[src/sv/fbsc_pkg.sv]
// ----------------------------------------------------------------------------
// fbsc_pkg
// Shared codes and types for the framed byte shift cipher receiver.
// ----------------------------------------------------------------------------
package fbsc_pkg;

  // stream opcodes
  localparam logic [7:0] OP_ENCRYPT = 8'd0;
  localparam logic [7:0] OP_DECRYPT = 8'd1;
  localparam logic [7:0] OP_FRAME   = 8'd2;

  // result kinds
  localparam logic [1:0] KIND_PAYLOAD = 2'd0;
  localparam logic [1:0] KIND_EOF     = 2'd1;
  localparam logic [1:0] KIND_ERROR   = 2'd2;

  // one classified result waiting for the back end
  typedef struct packed {
    logic [1:0]  kind;
    logic [7:0]  data;     // raw payload byte, zero otherwise
    logic [7:0]  key;
    logic        decrypt;
    logic [31:0] total;    // session total on end of file, zero otherwise
  } entry_t;

  // front end to queue
  typedef struct packed {
    logic   valid;
    entry_t entry;
  } push_t;

endpackage

[src/sv/fbsc_front.sv]
// ----------------------------------------------------------------------------
// fbsc_front
// Session and frame parser: tracks header, length and payload phases and
// queues one classified result per byte that produces one.
// ----------------------------------------------------------------------------
module fbsc_front
  import fbsc_pkg::*;
#(
  parameter int LENGTH_BYTES = 4
) (
  input  logic       clk,
  input  logic       rst,
  input  logic       accept,
  input  logic [7:0] in_byte,
  output push_t      push
);

  localparam logic [2:0] PH_SESS_OP   = 3'd0;
  localparam logic [2:0] PH_SESS_LEN  = 3'd1;
  localparam logic [2:0] PH_SESS_KEY  = 3'd2;
  localparam logic [2:0] PH_FRAME_OP  = 3'd3;
  localparam logic [2:0] PH_FRAME_LEN = 3'd4;
  localparam logic [2:0] PH_PAYLOAD   = 3'd5;

  localparam logic [2:0] LEN_LAST = 3'(LENGTH_BYTES);

  logic [2:0]  phase, phase_next;
  logic [2:0]  count, count_next;
  logic        decrypt, decrypt_next;
  logic [7:0]  key, key_next;
  logic [31:0] length_shift, length_shift_next;
  logic [31:0] payload_left, payload_left_next;
  logic [31:0] total, total_next;
  logic [2:0]  count_inc;

  assign count_inc = count + 3'd1;

  always_comb begin
    phase_next        = phase;
    count_next        = count;
    decrypt_next      = decrypt;
    key_next          = key;
    length_shift_next = length_shift;
    payload_left_next = payload_left;
    total_next        = total;
    push              = '0;
    push.entry.key     = key;
    push.entry.decrypt = decrypt;
    if (accept) begin
      case (phase)
        PH_SESS_LEN: begin
          count_next = count_inc;
          if (count_inc >= LEN_LAST) phase_next = PH_SESS_KEY;
        end
        PH_SESS_KEY: begin
          key_next   = in_byte;
          phase_next = PH_FRAME_OP;
        end
        PH_FRAME_OP: begin
          if (in_byte != OP_FRAME) begin
            phase_next      = PH_SESS_OP;
            push.valid      = 1'b1;
            push.entry.kind = KIND_ERROR;
          end else begin
            count_next        = '0;
            length_shift_next = '0;
            phase_next        = PH_FRAME_LEN;
          end
        end
        PH_FRAME_LEN: begin
          length_shift_next = {length_shift[23:0], in_byte};
          count_next        = count_inc;
          if (count_inc >= LEN_LAST) begin
            if (length_shift_next == '0) begin
              phase_next       = PH_SESS_OP;
              push.valid       = 1'b1;
              push.entry.kind  = KIND_EOF;
              push.entry.total = total;
            end else begin
              payload_left_next = length_shift_next;
              phase_next        = PH_PAYLOAD;
            end
          end
        end
        PH_PAYLOAD: begin
          push.valid        = 1'b1;
          push.entry.kind   = KIND_PAYLOAD;
          push.entry.data   = in_byte;
          total_next        = total + 32'd1;
          payload_left_next = payload_left - 32'd1;
          if (payload_left == 32'd1) phase_next = PH_FRAME_OP;
        end
        default: begin
          // session opcode; unused phase codes land here as well
          if (in_byte != OP_ENCRYPT && in_byte != OP_DECRYPT) begin
            phase_next      = PH_SESS_OP;
            push.valid      = 1'b1;
            push.entry.kind = KIND_ERROR;
          end else begin
            decrypt_next = (in_byte == OP_DECRYPT);
            total_next   = '0;
            count_next   = '0;
            phase_next   = PH_SESS_LEN;
          end
        end
      endcase
    end
  end

  always_ff @(posedge clk) begin
    if (rst) begin
      phase        <= PH_SESS_OP;
      count        <= '0;
      decrypt      <= 1'b0;
      key          <= '0;
      length_shift <= '0;
      payload_left <= '0;
      total        <= '0;
    end else begin
      phase        <= phase_next;
      count        <= count_next;
      decrypt      <= decrypt_next;
      key          <= key_next;
      length_shift <= length_shift_next;
      payload_left <= payload_left_next;
      total        <= total_next;
    end
  end

endmodule

[src/sv/fbsc_fifo.sv]
// ----------------------------------------------------------------------------
// fbsc_fifo
// Short result queue between parser and output stage.
// ----------------------------------------------------------------------------
module fbsc_fifo
  import fbsc_pkg::*;
#(
  parameter int DEPTH = 4
) (
  input  logic                       clk,
  input  logic                       rst,
  input  push_t                      push,
  input  logic                       pop,
  output logic                       full,
  output logic                       empty,
  output logic [$clog2(DEPTH+1)-1:0] level,
  output entry_t                     head
);

  localparam int AW = $clog2(DEPTH);
  localparam int CW = $clog2(DEPTH + 1);
  localparam logic [AW-1:0] LAST = AW'(DEPTH - 1);

  entry_t        mem [DEPTH];
  logic [AW-1:0] wr_ptr, rd_ptr;
  logic [CW-1:0] count;
  logic          do_push, do_pop;

  assign full    = (count == CW'(DEPTH));
  assign empty   = (count == '0);
  assign level   = count;
  assign do_push = push.valid && !full;
  assign do_pop  = pop && !empty;
  assign head    = mem[rd_ptr];

  always_ff @(posedge clk) begin
    if (do_push) mem[wr_ptr] <= push.entry;
  end

  always_ff @(posedge clk) begin
    if (rst) begin
      wr_ptr <= '0;
      rd_ptr <= '0;
      count  <= '0;
    end else begin
      if (do_push) wr_ptr <= (wr_ptr == LAST) ? '0 : wr_ptr + AW'(1);
      if (do_pop)  rd_ptr <= (rd_ptr == LAST) ? '0 : rd_ptr + AW'(1);
      case ({do_push, do_pop})
        2'b10:   count <= count + CW'(1);
        2'b01:   count <= count - CW'(1);
        default: count <= count;
      endcase
    end
  end

endmodule

[src/sv/fbsc_back.sv]
// ----------------------------------------------------------------------------
// fbsc_back
// Output stage: applies the byte shift and holds the result register.
// ----------------------------------------------------------------------------
module fbsc_back
  import fbsc_pkg::*;
(
  input  logic        clk,
  input  logic        rst,
  input  logic        empty,
  input  entry_t      head,
  output logic        pop,
  output logic        m_tvalid,
  input  logic        m_tready,
  output logic [39:0] m_tdata,
  output logic [1:0]  m_tuser
);

  logic [7:0] shifted;

  assign pop     = !empty && (!m_tvalid || m_tready);
  assign shifted = head.decrypt ? head.data - head.key : head.data + head.key;

  always_ff @(posedge clk) begin
    if (rst) begin
      m_tvalid <= 1'b0;
    end else if (pop) begin
      m_tvalid <= 1'b1;
    end else if (m_tready) begin
      m_tvalid <= 1'b0;
    end
  end

  always_ff @(posedge clk) begin
    if (pop) begin
      m_tuser <= head.kind;
      m_tdata <= {head.total, (head.kind == KIND_PAYLOAD) ? shifted : 8'd0};
    end
  end

endmodule

[src/sv/framed_byte_shift_cipher_receiver.sv]
// ----------------------------------------------------------------------------
// framed_byte_shift_cipher_receiver
// Deframes a session byte stream and shifts payload bytes by the session key.
// ----------------------------------------------------------------------------
// One byte is taken per cycle on s_* while the queue is not full, with results
// leaving on m_* one per cycle while m_tready is high. A byte passes the parser
// in the cycle it is taken, sits in a FIFO_DEPTH-entry queue, and leaves
// through the output register. s_tready drops only while the queue is full,
// which takes FIFO_DEPTH + 1 result-producing bytes under a stalled m_tready
// (one of them waits in the output register). Payload bytes, end of file and
// protocol errors produce exactly one result each; other header and length
// bytes produce none.
module framed_byte_shift_cipher_receiver
  import fbsc_pkg::*;
#(
  parameter int LENGTH_BYTES = 4,
  parameter int FIFO_DEPTH   = 4
) (
  input  logic        clk,
  input  logic        rst,
  input  logic        s_tvalid,
  output logic        s_tready,
  input  logic [7:0]  s_tdata,   // [7:0] in_byte
  output logic        m_tvalid,
  input  logic        m_tready,
  output logic [39:0] m_tdata,   // [7:0] out_byte, [39:8] total_bytes
  output logic [1:0]  m_tuser    // [1:0] result_kind
);

  push_t  push;
  entry_t head;
  logic   full, empty, pop, accept;
  logic [$clog2(FIFO_DEPTH+1)-1:0] level;

  assign s_tready = !full;
  assign accept   = s_tvalid && s_tready;

  fbsc_front #(.LENGTH_BYTES(LENGTH_BYTES)) u_front (
    .clk     (clk),
    .rst     (rst),
    .accept  (accept),
    .in_byte (s_tdata),
    .push    (push)
  );

  fbsc_fifo #(.DEPTH(FIFO_DEPTH)) u_fifo (
    .clk   (clk),
    .rst   (rst),
    .push  (push),
    .pop   (pop),
    .full  (full),
    .empty (empty),
    .level (level),
    .head  (head)
  );

  fbsc_back u_back (
    .clk      (clk),
    .rst      (rst),
    .empty    (empty),
    .head     (head),
    .pop      (pop),
    .m_tvalid (m_tvalid),
    .m_tready (m_tready),
    .m_tdata  (m_tdata),
    .m_tuser  (m_tuser)
  );

`ifndef SYNTHESIS
  // queue never holds more than its depth
  a_level_bound: assert property (@(posedge clk) disable iff (rst)
    level <= ($clog2(FIFO_DEPTH+1))'(FIFO_DEPTH))
    else $error("result queue over depth");

  // a result never finds the queue full
  a_no_drop: assert property (@(posedge clk) disable iff (rst)
    push.valid |-> !full)
    else $error("result pushed into full queue");

  // only end of file carries a total
  a_total_only_eof: assert property (@(posedge clk) disable iff (rst)
    (m_tvalid && m_tuser != KIND_EOF) |-> (m_tdata[39:8] == 32'd0))
    else $error("total on non end-of-file result");

  // non-payload results carry a zero byte
  a_byte_only_payload: assert property (@(posedge clk) disable iff (rst)
    (m_tvalid && m_tuser != KIND_PAYLOAD) |-> (m_tdata[7:0] == 8'd0))
    else $error("data byte on non-payload result");
`endif

endmodule
[config.mk]
export PLATFORM = sky130hd
export DESIGN_NAME = framed_byte_shift_cipher_receiver
export DESIGN_NICKNAME = d
export VERILOG_FILES = /design/src/sv/fbsc_pkg.sv /design/src/sv/fbsc_front.sv /design/src/sv/fbsc_fifo.sv /design/src/sv/fbsc_back.sv /design/src/sv/framed_byte_shift_cipher_receiver.sv
export SDC_FILE = /design/constraint.sdc
export NUM_CORES = 1
export LEC_CHECK = 0
export BUFFER_PORTS_ARGS = -buffer_cell sky130_fd_sc_hd__buf_2
export CORE_UTILIZATION = 45
export CTS_BUF_LIST = sky130_fd_sc_hd__clkbuf_4 sky130_fd_sc_hd__clkbuf_8
export CTS_CLUSTER_SIZE = 16
export DETAILED_ROUTE_END_ITERATION = 7
export SKIP_CTS_REPAIR_TIMING = 1
export SYNTH_ARGS = -nofsm -noshare
export SYNTH_HDL_FRONTEND = slang
export SYNTH_SLANG_ARGS = --single-unit
export TNS_END_PERCENT = 30
[constraint.sdc]
create_clock -name clk -period 6.5 [get_ports clk]
set_input_delay 0.975 -clock clk [delete_from_list [all_inputs] [get_ports clk]]
set_output_delay 0.975 -clock clk [all_outputs]
set_load 0.05 [all_outputs]
# After elaboration in Yosys (flattened, before gate mapping)
# Memories as Yosys holds them, arrays and structs flattened. A register that Yosys moved wholly into a read port is not among the register bits.
# Cells that the tools add are included.
totals:
  ff_bits: 153
  latchBits: 0
  ram_bits: 204
  mem_bits_ro: 0
  inputBits: 12
  out_inout_bits: 44
  word_cells: 117
  memories: 1
mem_list:
  columns: ["name", "depth", "word_bits", "rd", "rd_clocked_by_memory_dff", "wr", "line_no", "source"]
  rows:
  - ["u_fifo.mem", 4, 51, 1, 1, 1, "fbsc_fifo.sv:24", "entry_t mem [DEPTH];"]
classes:
  n_addsub: 9
  mul: 0
  div_mod_pow: 0
  magnitude_cmp: 1
  eq_ne: 21
  shift: 0
  mux: 38
  bitwise: 4
  reduce_logical: 29
op_table:
  columns: ["operator", "n"]
  rows:
  - ["two-way mux 32 bit", 7]
  - ["case mux 32 bit (2 select lines)", 2]
  - ["case mux 24 bit (2 select lines)", 1]
  - ["two-way mux 3 bit", 11]
  - ["adder 32 x 1 -> 32 bit (second input constant)", 1]
  - ["== test 32 x 1 -> 1 bit (second input constant)", 1]
  - ["logical NOT 32 bit", 1]
  - ["subtractor 32 x 1 -> 32 bit (second input constant)", 1]
  - ["two-way mux 24 bit", 1]
  - ["two-way mux 8 bit", 2]
  - ["case mux 3 bit (5 select lines)", 1]
  - ["case mux 3 bit (4 select lines)", 1]
  - ["AND reduction 4 bit", 3]
  - ["two-way mux 11 bit", 1]
  - ["== test 3 bit (second input constant)", 3]
  - ["case mux 3 bit (3 select lines)", 1]
  - ["AND reduction 3 bit", 3]
  - ["adder 8 bit", 1]
  - ["== test 8 x 1 -> 1 bit (second input constant)", 1]
  - ["two-way mux 2 bit", 4]
  - ["!= test 8 x 1 -> 1 bit (second input constant)", 1]
  - ["!= test 8 x 2 -> 1 bit (second input constant)", 1]
  - ["nonzero test 2 bit", 4]
  - ["nonzero test 8 bit", 1]
  - ["24 further kinds", 48]

# Longest topological paths before layout
depth:
  word_depth: 8
  depth_mapped: 14
  depth_no_buf: 12

# By module
# From an unflattened synthesis, not the netlist that was laid out.
unflattened:
  hier_cells: 1151
  area_unflattened_um2: 15473.6
by_module_without_submodules:
  columns: ["mod", "instances", "cells_each", "area_per_inst_um2", "seq_area_each_um2"]
  rows:
  - ["fbsc_fifo", 1, 321, 7837.5, 6306.0]
  - ["fbsc_front", 1, 712, 5835.6, 2062.0]
  - ["fbsc_back", 1, 116, 1790.5, 1281.2]
  - ["framed_byte_shift_cipher_receiver", 1, 2, 10.0, 0.0]

# Worst setup path before layout
# No wires, ideal clock.
synth_path:
  kind: "input to register"
  startpoint: "input m_tready"
  endpoint: "register u_fifo.count[2] (netlist: u_fifo.level[2])"
  setup_time_ps: 70
  arrival_ps: 4754
  t_required_ps: 6430
  slack_ps: 1676
  cell_stages: 8
  path_cell_list: "inv_1 > a21oi_1 > ha_1 > inv_1 > fa_1 > xor2_1 > or3_1 > a21oi_1"
synth_between:
  elab_chain_cells: 5
synth_rtl:
  columns: ["element", "line_no", "source"]
  rows:
  - ["from (decl)", "framed_byte_shift_cipher_receiver.sv:25", "input logic m_tready,"]
  - ["logical OR 1 bit *", "fbsc_back.sv:21", "assign pop = !empty && (!m_tvalid || m_tready);"]
  - ["logical AND 1 bit *", "fbsc_back.sv:21", null]
  - ["net pop", "framed_byte_shift_cipher_receiver.sv:32", "logic full, empty, pop, accept;"]
  - ["logical AND 1 bit *", "fbsc_fifo.sv:33", "assign do_pop = pop && !empty;"]
  - ["== test 2 x 1 -> 1 bit or == test 2 bit (tied branches)", "fbsc_fifo.sv:48", "case ({do_push, do_pop})"]
  - ["case mux 3 bit (2 select lines) or nonzero test 2 bit (tied branches)", null, null]
  - ["to (signal assigned)", "fbsc_fifo.sv:49", "2'b10: count <= count + CW'(1);"]
  - ["to (signal assigned)", "fbsc_fifo.sv:50", "2'b01: count <= count - CW'(1);"]
  - ["to (signal assigned)", "fbsc_fifo.sv:51", "default: count <= count;"]
  - ["to (decl)", "fbsc_fifo.sv:26", "logic [CW-1:0] count;"]
# The timed path passes the listed nets; every way through them passes the cells marked *.
# A chain may end at the register's enable or synchronous reset.

# Final worst setup path
layout_path:
  startpoint: "input s_tdata[2]"
  endpoint: "register u_fifo.count[2] (netlist: u_fifo.level[2])"
layout_between:
  elab_chain_cells: 8
layout_rtl:
  columns: ["element", "line_no", "source"]
  rows:
  - ["from (decl)", "framed_byte_shift_cipher_receiver.sv:23", "input logic [7:0] s_tdata,"]
  - ["logical NOT 32 bit (tied with other cells)", "fbsc_front.sv:74", "if (length_shift_next == '0) begin"]
  - ["two-way mux 3 bit or logical AND 1 bit (tied branches)", "fbsc_front.sv:74, fbsc_front.sv:95", null]
  - ["two-way mux 3 bit, on equally long branches", "fbsc_front.sv:73, fbsc_front.sv:95", null]
  - ["case mux 3 bit (4 select lines) *", "fbsc_front.sv:50", "case (phase)"]
  - ["two-way mux 11 bit *", "fbsc_front.sv:49", "if (accept) begin"]
  - ["logical AND 1 bit *", "fbsc_fifo.sv:32", "assign do_push = push.valid && !full;"]
  - ["== test 2 x 1 -> 1 bit or == test 2 bit (tied branches)", "fbsc_fifo.sv:48", null]
  - ["case mux 3 bit (2 select lines) or nonzero test 2 bit (tied branches)", null, null]
# Mark *: on every way between the ends. The rest lies on a longest branch, timed or not.

==> impl_metrics.toml <==
[outcome]
status = "finished, final reports clean"

[timing]
timing_worst_slew_pin_value_ps = 1040
finalClockSkew_ps = 34.9
period_share_pct = 56.6
rsz0062_at_grt = "false"
max_freq_ghz = 0.272
total_neg_setup_slack_ps = 0
setup_violations = 0
timing.final.ws_setup_ps = 2820
timing.final.max_slew_violations = 0
timing_hold_violations_final = 0
fin_crit_ps = 3680
worst_slew_margin_rel_pct = 30.8

[place]
place_hpwl_mm = 18.3
gp_congestion = 0.806
numPortBuffers = 55
dp_worst_setup_slack_ps = 2190

[logic_synthesis]
ys_ff_latch = 359
synth_seq_area_share_pct = 64.0
syn_area_per_cell_um2 = 12.9
syn-num-nets = 1205
post_synthesis_cell_area_um2 = 15100
asyncSetResetFlopFracSynth_pct = 0
synthesis.instances = 1173
yosysWarnings = 0
synth_edf_count = 246
synth_ff_type = "sky130_fd_sc_hd__edfxtp_1"
synth.distinct_cells = 56

[clocking]
cts-buffers-inserted = 57
clock_latency_ps = 610
clock_sinks = 359
tritoncts = "built"
cts.clk_slew.worst_paths_ps = 60
root_buffer = "sky130_fd_sc_hd__clkbuf_8"
cts-root-to-sink-buffers = 3
htreeDepth = 2

[pwr]
net_switching_power_figure_mw = 2.33
p_int_mw = 4.56
combinational_cell_fraction_of_total_power_pct = 28.9
peakVddDrop_mv = 0.272
leakage_nw = 5.87
share_clk_of_total_power_pct = 27.3
power.density_nw_per_um2 = 406
sw_frac_of_total_pct = 33.8
pwr-share-seq_pct = 43.7

[global_routing]
grt_antenna_before_repair = 1
largest_net_degree_at_the_start_of_global_routing = 84
number_of_global_route_vias_before_repair = 9139
globalRouteOverflowTotal = 0
grt_util_all_layers_pct = 18.5
first_pass_grt_wire_length_mm = 49.5

[floorplanning]
die_h_um = 185
initial_util_pct = 46.0
design.core.area_um2 = 32800
die_footprint_um2 = 34200
row_count = 66
io_pins = 56
die_w_um = 185

[critical_path]
timing.critical_path.arrival_ps = 4190
crit_required_ps = 7010
startpoint = "s_tdata[2]"
critPathCaptureType = "register"
crit_path_max_fanout = 7
crit_type = "primary input to register"
crit_path_start_kind = "primary input"

[route]
via_per_inst = 5.43
average_wire_per_standard_cell_um = 17.7
dr.pass1.iters = 5
postRouteAntennaNets = 0
drc_violations_left = 0
initialDrtViolationCount = 650
routed-via-count = 9391
drt_wl_total_mm = 30.6

[layout]
fin_nets = 1272
drive_gt1_share_pct = 18.8
areaGrowthSynthToFinish_pct = 12.5
fill_cells = 2831

[worst_hold_path]
hold_path.startpoint = "u_front.length_shift[20]"
worstHoldPathType = "register to register"

[job]
cap_violations = 0
[layout by cell type, fill, tap and decap left out, types with 17 or more instances in the layout]
| master | n |
|---|---|
| sky130_fd_sc_hd__inv_1 | 26 |
| sky130_fd_sc_hd__nand3_1 | 49 |
| sky130_fd_sc_hd__clkbuf_4 | 22 |
| sky130_fd_sc_hd__nand2_1 | 82 |
| sky130_fd_sc_hd__nor2_1 | 108 |
| sky130_fd_sc_hd__xor2_1 | 24 |
| sky130_fd_sc_hd__mux4_2 | 50 |
| sky130_fd_sc_hd__o21ai_0 | 46 |
| sky130_fd_sc_hd__dfxtp_1 | 111 |
| sky130_fd_sc_hd__buf_2 | 55 |
| sky130_fd_sc_hd__a21oi_1 | 82 |
| sky130_fd_sc_hd__and2_1 | 37 |
| sky130_fd_sc_hd__buf_4 | 17 |
| sky130_fd_sc_hd__ha_1 | 18 |
| sky130_fd_sc_hd__nor3_1 | 25 |
| sky130_fd_sc_hd__clkbuf_8 | 62 |
| sky130_fd_sc_hd__nand4_1 | 22 |
| sky130_fd_sc_hd__edfxtp_1 | 246 |
| sky130_fd_sc_hd__xnor2_1 | 26 |
[Yosys cell counts, drive strengths merged (7+ instances only)]
cell type | count | area [um2]
edfxtp | 246 | 7390
dfxtp | 113 | 2260
nor2 | 109 | 409
a21oi | 84 | 420
nand2 | 82 | 308
clkbuf | 52 | 195
mux4 | 50 | 1130
nand3 | 49 | 245
o21ai | 47 | 235
and2 | 41 | 257
inv | 26 | 97.6
xnor2 | 26 | 228
nor3 | 25 | 125
xor2 | 24 | 210
nand4 | 22 | 138
ha | 18 | 225
nor4 | 18 | 125
and3 | 15 | 93.8
mux2i | 13 | 130
buf | 12 | 60.1
a21o | 9 | 67.6
nor2b | 9 | 56.3
or3 | 9 | 56.3
o41ai | 7 | 61.3
[worst max-delay path, stage by stage]
cell and delay (ps):
sky130_fd_sc_hd__buf_2 130, sky130_fd_sc_hd__or4_4 570, sky130_fd_sc_hd__or4_1 490, sky130_fd_sc_hd__a311o_1 380, sky130_fd_sc_hd__o21a_1 270, sky130_fd_sc_hd__inv_1 100, sky130_fd_sc_hd__ha_1 180, sky130_fd_sc_hd__inv_1 70
sky130_fd_sc_hd__fa_1 390, sky130_fd_sc_hd__xor2_1 190, sky130_fd_sc_hd__or3_1 300, sky130_fd_sc_hd__a21oi_1 150
[power by group through the flow]
stage,Combinational [mW],Clock (mW),Sequential (mW)
finish,1.99,1.88,3.01
global route,2.16,2.03,3.06
CTS,2.02,1.95,3.02
detailed placement,2.01,0,3.06
global placement,2.00,0,3.06
floorplan,1.10,0,3.50
[path summary, 6_finish.rpt]
check	end	slack [ps]	cells past startpoint
worst max-delay path	u_fifo.level[2]	2820	12
worst min register to register	u_front.length_shift[20]	470	2
worst max register to register	u_back.m_tdata[7]	2950	11
worst min-delay path	u_front.length_shift[20]	470	2
[logic make-up (layout without fill, tap and decap cells)]
family                   after synthesis  after routing  synth area share [%]
AO/OA/AOI/OAI                        183            183                  7.10
XOR/XNOR                              50             50                  2.90
adder cells (fa/ha/maj)               20             20                  1.76
buffers and inverters                 90            204                  2.34
flip-flops                           359            359                  64.0
multiplexers                          64             64                  8.41
other                                  0              1                     0
AND/OR/NAND/NOR                      407            407                  13.5
[stage by stage]
stage / utilization [%] / power [mW] / area [um2] / hold WS [ps] / cells
after CTS: 51.7 / 6.99 / 17000 / 468 / 1729
final: 51.7 / 6.88 / 17000 / 469 / 1730
after global routing: 51.7 / 7.26 / 17000 / 488 / 1730
after detailed placement: 48.2 / 5.07 / 15800 / 462 / 1623
after floorplan: - / 4.61 / 15100 / 442 / 1173
after global placement: 48.2 / 5.06 / 15800 / 461 / 1623
[flip-flops by register name, summed over array words and instances (netlist names), named ones only]
register	cells
u_front.length_shift	24
u_front.total	32
u_front.decrypt	1
u_front.payload_left	32
u_fifo.rd_ptr	2
u_fifo.wr_ptr	2
u_front.key	8
u_front.count	3
u_fifo.mem	204
u_fifo.level	3
u_back.m_tuser	2
u_front.phase	3
u_back.m_tvalid	1
u_back.m_tdata	40
[layout make-up]
| class | count | area [um2] | share of cell area [%] |
|---|---|---|---|
| flip-flops and latches | 359 | 9650 | 56.9 |
| multi-input cells | 724 | 5100 | 30.1 |
| clock buffers | 84 | 1020 | 6.01 |
| well taps | 442 | 553 | 3.26 |
| repair buffers | 72 | 403 | 2.38 |
| clock inverters | 22 | 121 | 0.716 |
| inverters | 26 | 97.6 | 0.576 |
| diodes | 1 | 2.50 | 0.0148 |
[routing by layer]
metal  part of all wire [%]  wire length (um)  vias to the layer above  global-route usage [%]
li1                       -                 -                     4520                       -
met1                     48             14600                     4587                    26.2
met2                     46             14100                      231                    28.9
met3                    4.3              1300                       53                    3.26
met4                    1.9               595                        0                    6.08
met5                      0                 0                        -                       0
Power figures use the tool's default switching activity.
